===== src/assert_macros.svh =====
// assertion helpers, sampled on clk and held off during reset
`ifndef ASSERT_MACROS_SVH
`define ASSERT_MACROS_SVH

// property must hold at every edge out of reset
`define ASSERT_PROP(lbl, prop, msg) \
  lbl: assert property (@(posedge clk) disable iff (!rst_n) (prop)) else $error(msg);

// expression must never be true out of reset
`define ASSERT_NEVER(lbl, expr, msg) \
  lbl: assert property (@(posedge clk) disable iff (!rst_n) !(expr)) else $error(msg);

`endif


===== src/bst_pkg.sv =====
package bst_pkg;

  localparam int POS_BITS = 16;
  localparam int POS_OUT_W = 16;
  localparam int TDATA_W = 48;
  localparam int TUSER_W = 5;
  localparam logic [POS_BITS-1:0] POS_MAX = {POS_BITS{1'b1}};

  localparam logic [3:0] KIND_EOF    = 4'd0;
  localparam logic [3:0] KIND_IDENT  = 4'd1;
  localparam logic [3:0] KIND_INT    = 4'd2;
  localparam logic [3:0] KIND_STRING = 4'd3;
  localparam logic [3:0] KIND_PLUS   = 4'd4;
  localparam logic [3:0] KIND_MINUS  = 4'd5;
  localparam logic [3:0] KIND_MULT   = 4'd6;
  localparam logic [3:0] KIND_DIV    = 4'd7;
  localparam logic [3:0] KIND_EQUAL  = 4'd8;
  localparam logic [3:0] KIND_BAD    = 4'd9;
  localparam logic [3:0] KIND_UNTERM = 4'd10;

  localparam logic [7:0] CH_NUL   = 8'h00;
  localparam logic [7:0] CH_TAB   = 8'h09;
  localparam logic [7:0] CH_NL    = 8'h0a;
  localparam logic [7:0] CH_SPACE = 8'h20;
  localparam logic [7:0] CH_QUOTE = 8'h22;
  localparam logic [7:0] CH_BSL   = 8'h5c;
  localparam logic [7:0] CH_PLUS  = 8'h2b;
  localparam logic [7:0] CH_MINUS = 8'h2d;
  localparam logic [7:0] CH_STAR  = 8'h2a;
  localparam logic [7:0] CH_SLASH = 8'h2f;
  localparam logic [7:0] CH_EQUAL = 8'h3d;

  typedef enum logic [2:0] {
    MODE_IDLE,
    MODE_IDENT,
    MODE_NUMBER,
    MODE_STRING,
    MODE_HALT
  } scan_mode_t;

  typedef struct packed {
    logic [3:0]           token_kind;
    logic                 has_char;
    logic [7:0]           token_char;
    logic                 token_first;
    logic                 token_last;
    logic [POS_OUT_W-1:0] line_number;
    logic [POS_OUT_W-1:0] column_number;
    logic                 last_of_run;
  } tok_res_t;

  function automatic logic [POS_OUT_W-1:0] pos_field(input logic [POS_BITS-1:0] v);
    logic [31:0] ext;
    ext = 32'(v);
    return ext[POS_OUT_W-1:0];
  endfunction

  function automatic tok_res_t make_res(input logic [3:0] kind, input logic has,
                                        input logic [7:0] ch, input logic first,
                                        input logic last, input logic [POS_BITS-1:0] line,
                                        input logic [POS_BITS-1:0] col);
    tok_res_t r;
    r.token_kind    = kind;
    r.has_char      = has;
    r.token_char    = has ? ch : CH_NUL;
    r.token_first   = first;
    r.token_last    = last;
    r.line_number   = pos_field(line);
    r.column_number = pos_field(col);
    r.last_of_run   = 1'b0;
    return r;
  endfunction

  function automatic logic is_letter(input logic [7:0] c);
    return ((c >= 8'h41) && (c <= 8'h5a)) || ((c >= 8'h61) && (c <= 8'h7a));
  endfunction

  function automatic logic is_digit(input logic [7:0] c);
    return (c >= 8'h30) && (c <= 8'h39);
  endfunction

endpackage


===== src/bst_core.sv =====
`include "assert_macros.svh"

module bst_core
  import bst_pkg::*;
(
  input  logic       clk,
  input  logic       rst_n,
  input  logic       step,
  input  logic [7:0] char_code,
  output tok_res_t   res0,
  output tok_res_t   res1,
  output logic [1:0] res_cnt
);

  scan_mode_t          mode_r, mode_nxt;
  logic                esc_r, esc_nxt;
  logic                sfp_r, sfp_nxt;
  logic [POS_BITS-1:0] line_r, line_nxt;
  logic [POS_BITS-1:0] col_r, col_nxt;

  logic       is_nul, is_nl, is_ws, is_quote, is_bs, is_let, is_dig;
  logic       cont, idle_path, idle_emit, op_bad, adv;
  logic [3:0] op_kind, run_kind;
  tok_res_t   idle_res;

  assign is_nul   = (char_code == CH_NUL);
  assign is_nl    = (char_code == CH_NL);
  assign is_ws    = (char_code == CH_SPACE) || (char_code == CH_TAB) || is_nl;
  assign is_quote = (char_code == CH_QUOTE);
  assign is_bs    = (char_code == CH_BSL);
  assign is_let   = is_letter(char_code);
  assign is_dig   = is_digit(char_code);

  always_comb begin
    case (char_code)
      CH_PLUS:  op_kind = KIND_PLUS;
      CH_MINUS: op_kind = KIND_MINUS;
      CH_STAR:  op_kind = KIND_MULT;
      CH_SLASH: op_kind = KIND_DIV;
      CH_EQUAL: op_kind = KIND_EQUAL;
      default:  op_kind = KIND_BAD;
    endcase
  end

  assign run_kind  = (mode_r == MODE_IDENT) ? KIND_IDENT : KIND_INT;
  assign cont      = (mode_r == MODE_IDENT) ? is_let : is_dig;
  assign idle_path = (mode_r == MODE_IDLE) ||
                     (((mode_r == MODE_IDENT) || (mode_r == MODE_NUMBER)) && !cont);
  assign idle_emit = !is_ws && !is_quote;
  assign op_bad    = !is_nul && !is_ws && !is_quote && !is_let && !is_dig &&
                     (op_kind == KIND_BAD);

  // byte handled between tokens: eof, start of ident or integer, operator or error
  always_comb begin
    if (is_nul) begin
      idle_res = make_res(KIND_EOF, 1'b0, char_code, 1'b1, 1'b1, line_r, col_r);
    end else if (is_let) begin
      idle_res = make_res(KIND_IDENT, 1'b1, char_code, 1'b1, 1'b0, line_r, col_r);
    end else if (is_dig) begin
      idle_res = make_res(KIND_INT, 1'b1, char_code, 1'b1, 1'b0, line_r, col_r);
    end else begin
      idle_res = make_res(op_kind, 1'b1, char_code, 1'b1, 1'b1, line_r, col_r);
    end
  end

  assign adv = (mode_r == MODE_STRING) ||
               (((mode_r == MODE_IDENT) || (mode_r == MODE_NUMBER)) && cont) ||
               (idle_path && !op_bad);

  // next state
  always_comb begin
    mode_nxt = mode_r;
    esc_nxt  = esc_r;
    sfp_nxt  = sfp_r;
    line_nxt = line_r;
    col_nxt  = col_r;
    if (step) begin
      unique case (mode_r)
        MODE_STRING: begin
          sfp_nxt = 1'b0;
          if (is_nul) begin
            mode_nxt = MODE_HALT;
          end else if (is_quote && !esc_r) begin
            mode_nxt = MODE_IDLE;
          end else begin
            esc_nxt = is_bs;
          end
        end
        MODE_IDLE, MODE_IDENT, MODE_NUMBER: begin
          if (idle_path) begin
            if (is_quote) begin
              mode_nxt = MODE_STRING;
              sfp_nxt  = 1'b1;
              esc_nxt  = 1'b0;
            end else if (is_let) begin
              mode_nxt = MODE_IDENT;
            end else if (is_dig) begin
              mode_nxt = MODE_NUMBER;
            end else if (op_bad) begin
              mode_nxt = MODE_HALT;
            end else begin
              mode_nxt = MODE_IDLE;
            end
          end
        end
        default: mode_nxt = MODE_HALT;
      endcase
      if (adv && (mode_r != MODE_HALT)) begin
        if (is_nl) begin
          line_nxt = (line_r == POS_MAX) ? line_r : line_r + POS_BITS'(1);
          col_nxt  = '0;
        end else if (!is_nul) begin
          col_nxt = (col_r == POS_MAX) ? col_r : col_r + POS_BITS'(1);
        end
      end
    end
  end

  // results
  always_comb begin
    res0    = idle_res;
    res1    = idle_res;
    res_cnt = 2'd0;
    unique case (mode_r)
      MODE_IDLE: begin
        res_cnt = idle_emit ? 2'd1 : 2'd0;
      end
      MODE_IDENT, MODE_NUMBER: begin
        if (cont) begin
          res0    = make_res(run_kind, 1'b1, char_code, 1'b0, 1'b0, line_r, col_r);
          res_cnt = 2'd1;
        end else begin
          res0    = make_res(run_kind, 1'b0, char_code, 1'b0, 1'b1, line_r, col_r);
          res_cnt = idle_emit ? 2'd2 : 2'd1;
        end
      end
      MODE_STRING: begin
        res_cnt = 2'd1;
        if (is_nul) begin
          res0 = make_res(KIND_UNTERM, 1'b0, char_code, 1'b1, 1'b1, line_r, col_r);
        end else if (is_quote && !esc_r) begin
          res0 = make_res(KIND_STRING, 1'b0, char_code, sfp_r, 1'b1, line_r, col_r);
        end else begin
          res0 = make_res(KIND_STRING, 1'b1, char_code, sfp_r, 1'b0, line_r, col_r);
        end
      end
      default: res_cnt = 2'd0;
    endcase
    res0.last_of_run = (res_cnt == 2'd1);
    res1.last_of_run = (res_cnt == 2'd2);
  end

  always_ff @(posedge clk) begin
    if (!rst_n) begin
      mode_r <= MODE_IDLE;
      esc_r  <= 1'b0;
      sfp_r  <= 1'b0;
      line_r <= POS_BITS'(1);
      col_r  <= '0;
    end else begin
      mode_r <= mode_nxt;
      esc_r  <= esc_nxt;
      sfp_r  <= sfp_nxt;
      line_r <= line_nxt;
      col_r  <= col_nxt;
    end
  end

  `ASSERT_NEVER(a_line_zero, line_r == '0, "line count reached zero")
  `ASSERT_PROP(a_nl_col, step && is_nl && (mode_r != MODE_HALT) |=> col_r == '0, "column not cleared by newline")
  `ASSERT_PROP(a_two_closes, step && (res_cnt == 2'd2) |-> res0.token_last && !res0.has_char, "second result without token close")

endmodule


===== src/byte_stream_tokenizer.sv =====
// byte stream tokenizer
// in channel: one source byte per beat in in_tdata[7:0]; a zero byte marks end of input
// out channel: one token result per beat; out_tlast marks the last result of an input byte
//   out_tuser holds the token kind and the has_char flag, out_tdata the character,
//   first and last marks of the token, and the saturating line and column of the byte
// a byte is held in an input register, tokenized from there and its one or two
//   results written to a three-entry result queue that drives the out channel
// a result passes through the input register and the result queue before it is offered
// throughput: one byte per cycle while out_tready is high and each byte gives at most
//   one result; a byte that gives two results (the close of an identifier or integer
//   followed by another token) stalls the next byte: the result queue has one read port
// whitespace and opening quotes between tokens and bytes after a halt give no result
// reset clears the queue and the scanner: idle between tokens, line 1, column 0
// when the receiver stalls, results wait in the queue; once it holds two or more the
//   input register stops advancing and in_tready falls, so nothing is lost
// after a bad byte or an unterminated string the block halts: bytes are still
//   accepted but give no result until reset
`include "assert_macros.svh"

module byte_stream_tokenizer
  import bst_pkg::*;
(
  input  logic               clk,
  input  logic               rst_n,
  input  logic               in_tvalid,
  output logic               in_tready,
  input  logic [7:0]         in_tdata,   // char_code
  output logic               out_tvalid,
  input  logic               out_tready,
  output logic [TDATA_W-1:0] out_tdata,  // token_char, token_first, token_last, line_number,
                                         // column_number, zero fill
  output logic [TUSER_W-1:0] out_tuser,  // token_kind, has_char
  output logic               out_tlast
);

  logic       stage_v_r, stage_v_nxt;
  logic [7:0] stage_char_r;
  logic       advance, pop;

  tok_res_t   res0, res1;
  logic [1:0] res_cnt, push_cnt;

  tok_res_t   fifo_mem_r [3];
  logic [1:0] fifo_cnt_r, fifo_cnt_nxt;
  logic [1:0] rd_ptr_r, rd_ptr_nxt;
  logic [1:0] wr_ptr_r, wr_ptr_nxt;
  tok_res_t   head;

  function automatic logic [1:0] ptr_add(input logic [1:0] p, input logic [1:0] k);
    logic [2:0] s;
    s = {1'b0, p} + {1'b0, k};
    if (s >= 3'd3) begin
      s = s - 3'd3;
    end
    return s[1:0];
  endfunction

  assign advance     = stage_v_r && (fifo_cnt_r <= 2'd1);
  assign in_tready   = !stage_v_r || advance;
  assign stage_v_nxt = (in_tvalid && in_tready) || (stage_v_r && !advance);

  bst_core u_core (
    .clk       (clk),
    .rst_n     (rst_n),
    .step      (advance),
    .char_code (stage_char_r),
    .res0      (res0),
    .res1      (res1),
    .res_cnt   (res_cnt)
  );

  assign push_cnt     = advance ? res_cnt : 2'd0;
  assign pop          = out_tvalid && out_tready;
  assign fifo_cnt_nxt = fifo_cnt_r + push_cnt - {1'b0, pop};
  assign rd_ptr_nxt   = pop ? ptr_add(rd_ptr_r, 2'd1) : rd_ptr_r;
  assign wr_ptr_nxt   = ptr_add(wr_ptr_r, push_cnt);

  always_ff @(posedge clk) begin
    if (!rst_n) begin
      stage_v_r  <= 1'b0;
      fifo_cnt_r <= 2'd0;
      rd_ptr_r   <= 2'd0;
      wr_ptr_r   <= 2'd0;
    end else begin
      stage_v_r  <= stage_v_nxt;
      fifo_cnt_r <= fifo_cnt_nxt;
      rd_ptr_r   <= rd_ptr_nxt;
      wr_ptr_r   <= wr_ptr_nxt;
    end
  end

  always_ff @(posedge clk) begin
    if (in_tvalid && in_tready) begin
      stage_char_r <= in_tdata;
    end
    if (push_cnt != 2'd0) begin
      fifo_mem_r[wr_ptr_r] <= res0;
    end
    if (push_cnt == 2'd2) begin
      fifo_mem_r[ptr_add(wr_ptr_r, 2'd1)] <= res1;
    end
  end

  assign head       = fifo_mem_r[rd_ptr_r];
  assign out_tvalid = (fifo_cnt_r != 2'd0);
  assign out_tdata  = {(TDATA_W - 42)'(0), head.column_number, head.line_number,
                       head.token_last, head.token_first, head.token_char};
  assign out_tuser  = {head.has_char, head.token_kind};
  assign out_tlast  = head.last_of_run;

  `ASSERT_PROP(a_no_overflow, advance |-> ({1'b0, fifo_cnt_r} + {1'b0, res_cnt}) <= 3'd3, "result queue overflow")
  `ASSERT_PROP(a_ptr_gap, wr_ptr_r == ptr_add(rd_ptr_r, fifo_cnt_r), "queue pointers disagree with count")
  `ASSERT_PROP(a_pop_only, pop && (push_cnt == 2'd0) |=> fifo_cnt_r == $past(fifo_cnt_r) - 2'd1, "pop did not drain queue")

endmodule

===== config.mk =====
export PLATFORM = sky130hd
export DESIGN_NAME = byte_stream_tokenizer
export DESIGN_NICKNAME = d
export VERILOG_FILES = /design/src/bst_pkg.sv /design/src/bst_core.sv /design/src/byte_stream_tokenizer.sv
export VERILOG_INCLUDE_DIRS = /design/src /design/src/src
export SDC_FILE = /design/constraint.sdc
export NUM_CORES = 1
export LEC_CHECK = 0
export ABC_AREA = 1
export BUFFER_PORTS_ARGS = -buffer_cell sky130_fd_sc_hd__clkbuf_2
export CORE_ASPECT_RATIO = 0.6
export CORE_MARGIN = 3
export CORE_UTILIZATION = 60
export DETAILED_ROUTE_END_ITERATION = 12
export HOLD_SLACK_MARGIN = 0.05
export PLACE_DENSITY_LB_ADDON = 0.1
export SLEW_MARGIN = 20
export SYNTH_ARGS = -nofsm -noshare
export SYNTH_HDL_FRONTEND = slang
export SYNTH_SLANG_ARGS = --single-unit

===== constraint.sdc =====
create_clock -name clk -period 7.95 [get_ports clk]
set_clock_uncertainty 0.15 [all_clocks]
set_input_delay 1.9875 -clock clk [delete_from_list [all_inputs] [get_ports clk]]
set_output_delay 1.9875 -clock clk [all_outputs]
set_load 0.005 [all_outputs]

======== After elaboration in Yosys (flattened, before gate mapping) ========
Memories as Yosys holds them, arrays and structs flattened. A register that Yosys moved wholly into a read port is not among the register bits.
Cells that the tools add are included.
operators by class
  add/subtract/negate cells ............... 10
  bitwise gates (word level) .............. 1
  multiplexer cells ....................... 44
  eq/ne operators ......................... 27
  magnitude comparators ................... 10
  shift operators ......................... 0
  reductions and logical operators ........ 49
  $mul .................................... 0
  divide/modulo/power cells ............... 0
operators with widths
  operator                 count
  $mux W48                 4
  $pmux W48 S2             1
  $mux W44                 2
  $eq A8 B6 Y1 const B     7
  $mux W16                 3
  $add A16 B1 Y16 const B  2
  $eq A16 B16 Y1 const B   2
  $mux W3                  7
  $mux W2                  10
  $pmux W4 S5              1
  $logic_and A1 B1 Y1      18
  $eq A8 B4 Y1 const B     2
  $ge A8 B7 Y1 const B     2
  $le A8 B7 Y1 const B     2
  $mux W1                  12
  $reduce_and A4 Y1        3
  $logic_not A1 Y1         10
  $ge A3 B2 Y1 const B     3
  $logic_or A1 B1 Y1       9
  $eq A8 B7 Y1 const B     1
  $ge A8 B6 Y1 const B     1
  $le A8 B6 Y1 const B     1
  $logic_not A8 Y1         1
  $add A2 B1 Y3 const B    2
  24 further kinds         35
word-level totals
  input port bits ......................... 12
  bits in latches ......................... 0
  ROM bits ................................ 0
  word-level logic and storage cells ...... 152
  register bits after elaboration ......... 52
  memories kept ........................... 1
  memory bits (writable) .................. 144
memories
  name        depth  bits a word  rd ports  clocked after memory_dff  write ports  line                         text
  fifo_mem_r  3      48           1         1                         2            byte_stream_tokenizer.sv:43  tok_res_t fifo_mem_r [3];

======== Depth between registers and ports, before layout ========
Gate-level depths: netlist of run 1.
  word-level depth ........................ 15
  gate-level depth with buffers ........... 21
  mapped depth without buffers ............ 20

======== Modules after synthesis ========
From an unflattened synthesis of run 1, not the netlist that was laid out.
unflattened totals
  cell total of the unflattened synthesis .. 1,444
  area, all modules ....................... 11,380.9 µm²
modules (own cells, without submodules)
  module                 area an instance (µm²)  cells each  times used  seq. area each (µm²)
  byte_stream_tokenizer  8,166.6                 931         1           4,744.6
  bst_core               3,214.3                 513         1           740.7

======== Worst setup path after synthesis of run 1 ========
No wires, ideal clock.
  kind .................................... register to output
  from .................................... register with a tool-made name
  to ...................................... output port out_tdata[0]
  data arrival time ....................... 1.164 ns
  setup slack ............................. 4.648 ns
  stages on the path, launching flop included .. 6
  required time ........................... 5.812 ns
  path buffers ............................ 2
  path through ............................ dfxtp_1 inv_1 clkbuf_1 buf_1 nand2_1 a21oi_1
RTL lines
  item       line                         text
  to (decl)  byte_stream_tokenizer.sv:30  output logic [TDATA_W-1:0] out_tdata,

==> results of run 1 <==
==> state kept, by name, summed over array words and instances (netlist names), named ones only <==
name	cells
rd_ptr_r	2
stage_v_r	1
u_core.col_r	16
fifo_mem_r	144
u_core.mode_r	3
u_core.esc_r	1
stage_char_r	8
u_core.sfp_r	1
wr_ptr_r	2
u_core.line_r	16
fifo_cnt_r	2
==> Yosys cell counts (all sizes together) (3+ instances only) <==
cell type / count
o211ai: 4
edfxtp: 149
ha: 11
nand3: 38
dfxtp: 49
nor4: 3
nand4: 44
clkbuf: 31
buf: 45
nand2: 260
nor3: 20
inv: 86
xor2: 26
nor2: 118
a31oi: 5
a21oi: 240
o21ai: 28
==> stage by stage <==
stage / total power [W] / instance area [um2] / setup slack (ns) / std cells / hold WS (ns)
after floorplan: 0.00199 / 10200 / 4.65 / 1172 / 0.279
after global placement: 0.00234 / 10500 / 3.66 / 1393 / 0.293
after detailed placement: 0.00236 / 10500 / 3.65 / 1393 / 0.296
after CTS: 0.00324 / 11100 / 3.17 / 1425 / 0.314
after global routing: 0.00342 / 11100 / 3.00 / 1425 / 0.340
final: 0.00326 / 11100 / 3.10 / 1425 / 0.320
==> cell type report <==
class                   count  area [um2]  share of cell area, %
repair buffers             69         365                   3.30
well taps                 228         285                   2.58
clock buffers              17         425                   3.84
inverters                  87         334                   3.02
flip-flops and latches    198        5460                   49.3
clock inverters            15         181                   1.64
multi-input cells         811        4030                   36.4
==> path summary, 6_finish.rpt <==
path,startpoint,end,slack (ns),cells after the start
max,flop,out_tdata[8],3.10,5
min,fifo_mem_r[0][34],fifo_mem_r[0][34],0.32,2
max reg2reg,stage_char_r[1],fifo_mem_r[0][41],3.65,13
min reg2reg,fifo_mem_r[0][34],fifo_mem_r[0][34],0.32,2
==> cells by family after synthesis <==
logic type	Yosys count	synth area share, %
AND/OR/NAND/NOR	486	21.1
adder cells (fa/ha/maj)	12	1.55
XOR/XNOR	27	2.32
flip-flops	198	53.6
AO/OA/AOI/OAI	280	14.2
other	1	0.0368
buffers and inverters	163	7.19
==> critical path, cell delays in order, from the launching register on <==
cell and delay (ns):
dfxtp_2 1.08, inv_1 0.35, buf_4 0.40, nand2_1 0.12, a21oi_1 0.13, clkbuf_2 0.14
==> per-layer routing <==
metal | vias up | part of all wire (%)
met5 | - | 0
met2 | 530 | 38
met4 | 0 | 1.3
li1 | 4010 | -
met3 | 33 | 15
met1 | 3985 | 46
==> where the power goes <==
group | switching (W) | internal (W)
clock | 0.000424 | 0.000478
combinational | 0.000637 | 0.000311
sequential | 0.000114 | 0.00129
total | 0.00117 | 0.00208
==> run summary, run 1 <==
The count of pins on the block boundary was 68; the number of max-cap violations was 0. The launching element type of the critical path is a flop. The repair_antennas step left the layout with diodes totalling 0. Entering global routing, the biggest net connects 50 pins.

The post-synthesis cell area is 10200 um2. The type of the setup path with the least slack was reg -> out. From bottom edge to top edge, the die measures 107 um. The sum of overflow across all layers after global routing was 0. The H-tree generated during clock tree synthesis spans 4 levels. The run gives 1.00 as the final RePlAce weighted congestion.

The tools report the global-route usage over all layers as 30.5%. After detailed routing, the average wire length per cell comes to 19.5 um. The tools report the signal arrival time at the worst endpoint as 2.72 ns. In the layout the commonest cells are 244 x nand2_1, 239 x a21oi_1, 149 x edfxtp_1. The count of nets left with antenna violations once routing finished came out at 0. The first global-routing pass estimated 43700 um of wire. The power per unit of standard cell area works out to 294 nW/um2. Port buffering added 61 buffers.

The tree is rooted in a clkbuf_16. The highest clock rate came out at 206 MHz. For the number of failing hold endpoints at the final stage, the log shows 0. The worst hold path belongs to the class reg -> reg.

In this run the worst path has a maximum fanout of 49. For the pin with the worst max-slew slack, the measured transition is 1.13 ns. After floorplanning, the core was sized to cover 16400 um2. TritonCTS built the clock tree. Starting density of the core: 61.9%. The run gives 17 as the CTS buffer count. In this run the static leakage power is 4.10 nW. Global routing consumed, on the met3 layer, 12.5% of the routing resources. The longest clock path from root to sink contains 2 buffers.

The required time reported for the critical path endpoint came out at 5.81 ns. Setup repair after global routing left no endpoint under its margin. Summed over all instances, the cell type with the most area after synthesis is edfxtp_1.

The met2 routing resource usage after global routing is 38.6%, and the net total in the final layout is 1208. For the via total after detailed routing, the log shows 8558. After clock tree synthesis, the repair step resized 0 gates.

The clock latency on the worst-skew pair came out at 0.44 ns. The part of the cycle the worst path needs is 61.1%. For the number of antenna violations at the first check in global routing, the log shows 0. The final wirelength is 27700 um, and the filler cell count is 1343. Counting I/O delays and the setup requirement, the final critical path takes 4.85 ns.

The type of destination of the critical path was an output pin. The number of flops mapped to enable cells by yosys was 149; the number of slew-limit violations in the final report was 0. Of the synthesized area, sequential elements account for 53.6%. The first TritonRoute pass finished after 6 iterations. Met1 track demand over resource: 47.9%. Setup violations remaining at the end of the flow were counted as 0. After clock tree synthesis, the clock-pin slew on the worst setup and hold paths is 0.07 ns. The number of global-route vias before repair was 7651. The top flip-flop cell by instance count after synthesis is edfxtp_1.

The run finished with clean final reports. After synthesis, the cell types taking the most area are edfxtp_1 44%, a21oi_1 12%, dfxtp_1 9.6%, nand2_1 9.1%, nor2_1 4.1%. After routing, the total negative slack on setup checks comes to 0 ns. For the DRC violation count after routing, the log shows 0. Dividing the detail-routed via count by the number of cells gives 6.01. The worst pin sits at a relative slew slack of 24.6%. The number of distinct library cells after synthesis was 41; the clock sink count was 198. After synthesis, the share of flip-flops with an asynchronous set or reset is 0%.

In this run, the number of DRC markers left after iteration 0 of detailed routing was 1350. For this run, the number of Yosys warnings is 0. In this run the horizontal extent of the chip is 174 um. The number of buffers added for setup after CTS is 0, and the peak supply drop is 0.164 mV.

The logs give 1167 for the gate count after technology mapping and 18600 um2 for the die footprint. Global-route layer with the greatest usage: met1. Once detailed placement completed, the half-perimeter wirelength came to 18300 um. In this run, post-CTS hold repair placed 0 buffers.

Cells fill 67.4% of the core in the end. The synthesized design contains 198 register bits. The mean area per synthesized cell is 8.73 um2. The post-synthesis to final-layout area growth came out at 8.77%.

Cells with a size suffix above 1 make up 11.9% of the layout. The run gives 36 as the floorplan row count. The most frequent standard cell in the layout excluding fill and tap cells is nand2_1. Of the post-synthesis cell area, the dominant cell type holds 43.9%.
(Power assumes the default switching activity.)
==> run 2: changes to the inputs <==
--- a/config.mk
+++ b/config.mk
@@ -6,7 +6,7 @@
 export SDC_FILE = /design/constraint.sdc
 export NUM_CORES = 1
 export LEC_CHECK = 0
-export ABC_AREA = 1
+export ABC_AREA = 0
 export BUFFER_PORTS_ARGS = -buffer_cell sky130_fd_sc_hd__clkbuf_2
 export CORE_ASPECT_RATIO = 0.6
 export CORE_MARGIN = 3
==> constraint.sdc (replaced) <==
create_clock -name clk -period 4.7 [get_ports clk]
set_clock_uncertainty 0.15 [all_clocks]
set_input_delay 1.175 -clock clk [delete_from_list [all_inputs] [get_ports clk]]
set_output_delay 1.175 -clock clk [all_outputs]
set_load 0.005 [all_outputs]
==> run 2 against run 1 <==
Against the previous run: sequential share of layout area up 1.7 points; count of clock-buffer cells in the layout up 1; utilization up 1.5 points; sequential power up 55%; global-route usage down 4.7 points; synthesized area down 5.5%; die area down 5.2%; cell count down 21%; register-to-register slack worse by 3.0 ns; critical endpoint is now wr_ptr_r[0]; highest routed layer is now met5.
==> run summary, run 2 <==
Part of the cycle the worst path needs: 86.8%. The number of max-cap violations was 0 (unchanged). Filler cell count: 1181 (-12%).

The clock sink count was 198 (unchanged); the number of iterations in the first detailed-routing pass was 7 (+1). In this run the critical register-to-register path is launched from stage_char_r[2]. Ranked by total cell area, the synthesized netlist is headed by edfxtp_1 46%, dfxtp_1 10%, mux2i_1 5.3%, and2_1 4.2%, nor2b_1 4.1%. The tools report the worst setup slack after placement as 0.727 ns (-2.92 ns). The height of the die is 104 um (-2.6%), and the number of synthesized register bits is 198 (unchanged). The logs give 0.913 (-9.0%) for the final RePlAce weighted congestion and 0 (unchanged) for the sum of overflow across all layers after global routing. The logs give 67 (+34%) for the pin count of the biggest net entering global routing and 68 (unchanged) for the count of pins on the block boundary. For the summed negative setup slack over all endpoints, the log shows 0 ns (unchanged). The worst setup path is captured at a flop. The run gives 56.7% (+3.1 points) as the sequential cell area fraction in the yosys report.

The tools report the smallest setup slack after layout as 0.621 ns (-2.47 ns). The power per unit of standard cell area is 428 nW/um2 (+46%), and the post-DP HPWL is 15200 um (-17%). Largest register by flop count: fifo_mem_r. The run gives 0.62 ns (-3.03 ns) as the setup slack of the worst register-to-register path.

For the leakage power, the log shows 3.48 nW (-15%). Die width: 170 um (-2.7%). The worst hold path begins at u_core.esc_r. The number of buffers inserted by port buffering is 61 (unchanged).

Peak fanout along the critical path: 12 (-76%). In this run the worst hold path is classified as reg -> reg. In the final layout, the registers with the most flip-flops are fifo_mem_r x144, u_core.col_r x16, u_core.line_r x16.

The net total in the final layout is 938 (-22%). The global-route wire length before repair is 35600 um (-19%), and the shortest clock period the worst path allows after layout is 4.08 ns. The proportion of layout cells with a drive suffix above 1 is 14.0% (+2.2 points), and the highest clock rate is 245 MHz.

The library cell used most frequently in the layout, excluding fill and tap cells, is edfxtp_1. The peak supply drop is 0.231 mV (+41%). The post-synthesis to final-layout area growth is 11.3%. The run gives 15500 um2 (-5.4%) as the core box area. Number of global-route vias before repair: 6554 (-14%). The run finished with clean final reports. The worst setup path is of the reg -> reg kind. The number of hold buffers added after cts is 0 (unchanged). The worst setup path is launched from a flop. The run gives 17700 um2 (-5.2%) as the die footprint. The tools report the post-synthesis cell area as 9630 um2 (-5.5%). Global-route usage over all layers: 25.8% (-4.7 points). CTS buffer count: 17 (unchanged). The number of distinct library cells after synthesis was 68 (+66%); the mean area per synthesized cell was 11.0 um2 (+26%). The logs give 0 (unchanged) for the number of antenna violations at the first check in global routing and 873 (-25%) for the gate count after technology mapping. The number of failing hold endpoints at the final stage came out at 0 (unchanged).

The tools report the headroom to the max-slew limit as 40.2% (+16 points). Among all cell types in the netlist, the one instantiated most often is edfxtp_1. The floorplan row count came out at 35 (-2.8%).

Summed over all instances, the cell type with the most area after synthesis is edfxtp_1. The slowest stage of the critical path belongs to the cell edfxtp_1. The worst stage delay on the critical path is 0.56 ns (-0.52 ns), and the clock latency on the worst-skew pair is 0.43 ns (about the same). TritonCTS built the clock tree. The number of resized instances in the post-cts repair step is 0 (unchanged), and the initial DRC count is 624 (-54%). The tools report the number of warning messages in the yosys log as 0 (unchanged). Tracing the worst setup path back leads to its startpoint at stage_char_r[2].

The run gives 0 (unchanged) as the total of endpoints with negative setup slack in the final report. The commonest cells after synthesis are 149 x edfxtp_1, 82 x nand2_1, 65 x and2_1, 63 x nor2b_1, 55 x o21ai_0. The number of flip-flops in the largest register was 144 (unchanged); the via total after detailed routing was 6835 (-20%). Top flip-flop cell by instance count after synthesis: edfxtp_1. The tools report the required time reported for the critical path endpoint as 4.82 ns (-0.99 ns).

The clock-pin slew of the registers on the worst-case setup and hold paths is 0.07 ns (about the same). The area used by sequential logic in the layout was 5460 um2 (about the same); the DRC violation count after routing was 0 (unchanged). Traced cell by cell, the critical path runs through or3_1, or2_1, nor2_1, a21oi_1, nor2_1, ha_1, inv_1, fa_1, inv_1, ha_1, nor3b_1, a211oi_1. The remaining antenna violation count after routing is 0 (unchanged), and the multi-input logic area is 3890 um2 (-3.4%). The transition time at the pin with the least slew margin is 0.888 ns (-0.243 ns). In the layout the commonest cells are 149 x edfxtp_1, 82 x nand2_1, 65 x and2_1. The run gives 0 (unchanged) as the number of buffers added for setup after CTS. The largest buffer count on any clock path was 2 (unchanged). The fraction of post-synthesis cell area in the top cell type by area came out at 46.5% (+2.5 points). The tools report the starting density of the core as 61.9% (about the same). Final wirelength: 22300 um (-20%). The number of flops mapped to enable cells by yosys was 149 (unchanged); the fraction of synthesis flops using an asynchronous set or reset pin was 0% (unchanged). The number of slew-limit violations in the final report was 0 (unchanged).

Setup repair after global routing left no endpoint under its margin. The count of inserted antenna diode cells is 0 (unchanged). For the signal arrival time at the worst endpoint, the log shows 4.20 ns (+1.48 ns).

The tools report the number of H-tree branching levels as 4 (unchanged). The library cell used as clock root buffer was clkbuf_16. The number of vias per cell after detailed routing is 6.05 (+0.72%). The routed length per placed instance works out to 19.7 um (+1.3%).
[run 2: worst max-delay path, delay by kind of cell, from the launching register on]
family                   cells  cell delay [ns]
adder cells (fa/ha/maj)      3             0.91
AND/OR/NAND/NOR              5             1.88
AO/OA/AOI/OAI                2             0.32
buffers and inverters        2             0.10
flip-flops                   1             0.56
[run 2: layout make-up]
type | count | share of cell area [%]
Clock buffer | 18 | 4.01
Clock inverter | 14 | 1.37
Inverter | 17 | 0.596
Multi-Input combinational cell | 605 | 36.3
Sequential cell | 198 | 51.0
Tap cell | 203 | 2.37
Timing Repair Buffer | 75 | 4.37
[run 2: metal layers]
metal / GRT usage [%] / vias to the layer above / wire, um
met5: 2.90 / - / 68
li1: - / 3226 / -
met1: 39.0 / 3291 / 10600
met3: 6.72 / 31 / 1820
met2: 37.1 / 285 / 9520
met4: 6.07 / 2 / 260
[run 2: kinds of logic after synthesis]
logic type	synth area share, %
simple gates	19.8
flops	56.7
compound gates	11.7
buf+inv	3.26
mux	5.42
xor+xnor	1.46
fa+ha+maj	1.64
other cells	0.0390
[run 2: power by group]
group	total (W)	switching, W	leakage (nW)	internal [W]
combinational	0.000989	0.000592	1.51	0.000397
clock	0.00143	0.000713	0.285	0.000713
sequential	0.00217	0.0000960	1.68	0.00208
[run 2: worst paths after layout]
check,to,cells after the start
worst max register to register,wr_ptr_r[0],12
worst min register to register,u_core.esc_r,2
worst min-delay path,u_core.esc_r,2
worst max-delay path,wr_ptr_r[0],12
[run 2: per-stage QoR]
step	total power, W	cells	utilization [%]	cell area, um2	hold WS [ns]
2_1_floorplan	0.00279	878	-	9650	0.297
3_3_place_gp	0.00317	1097	65.0	10100	0.325
3_5_place_dp	0.00319	1097	65.0	10100	0.332
4_1_cts	0.00461	1129	68.7	10700	0.347
5_1_grt	0.00480	1130	68.9	10700	0.394
6_report	0.00459	1130	68.9	10700	0.342
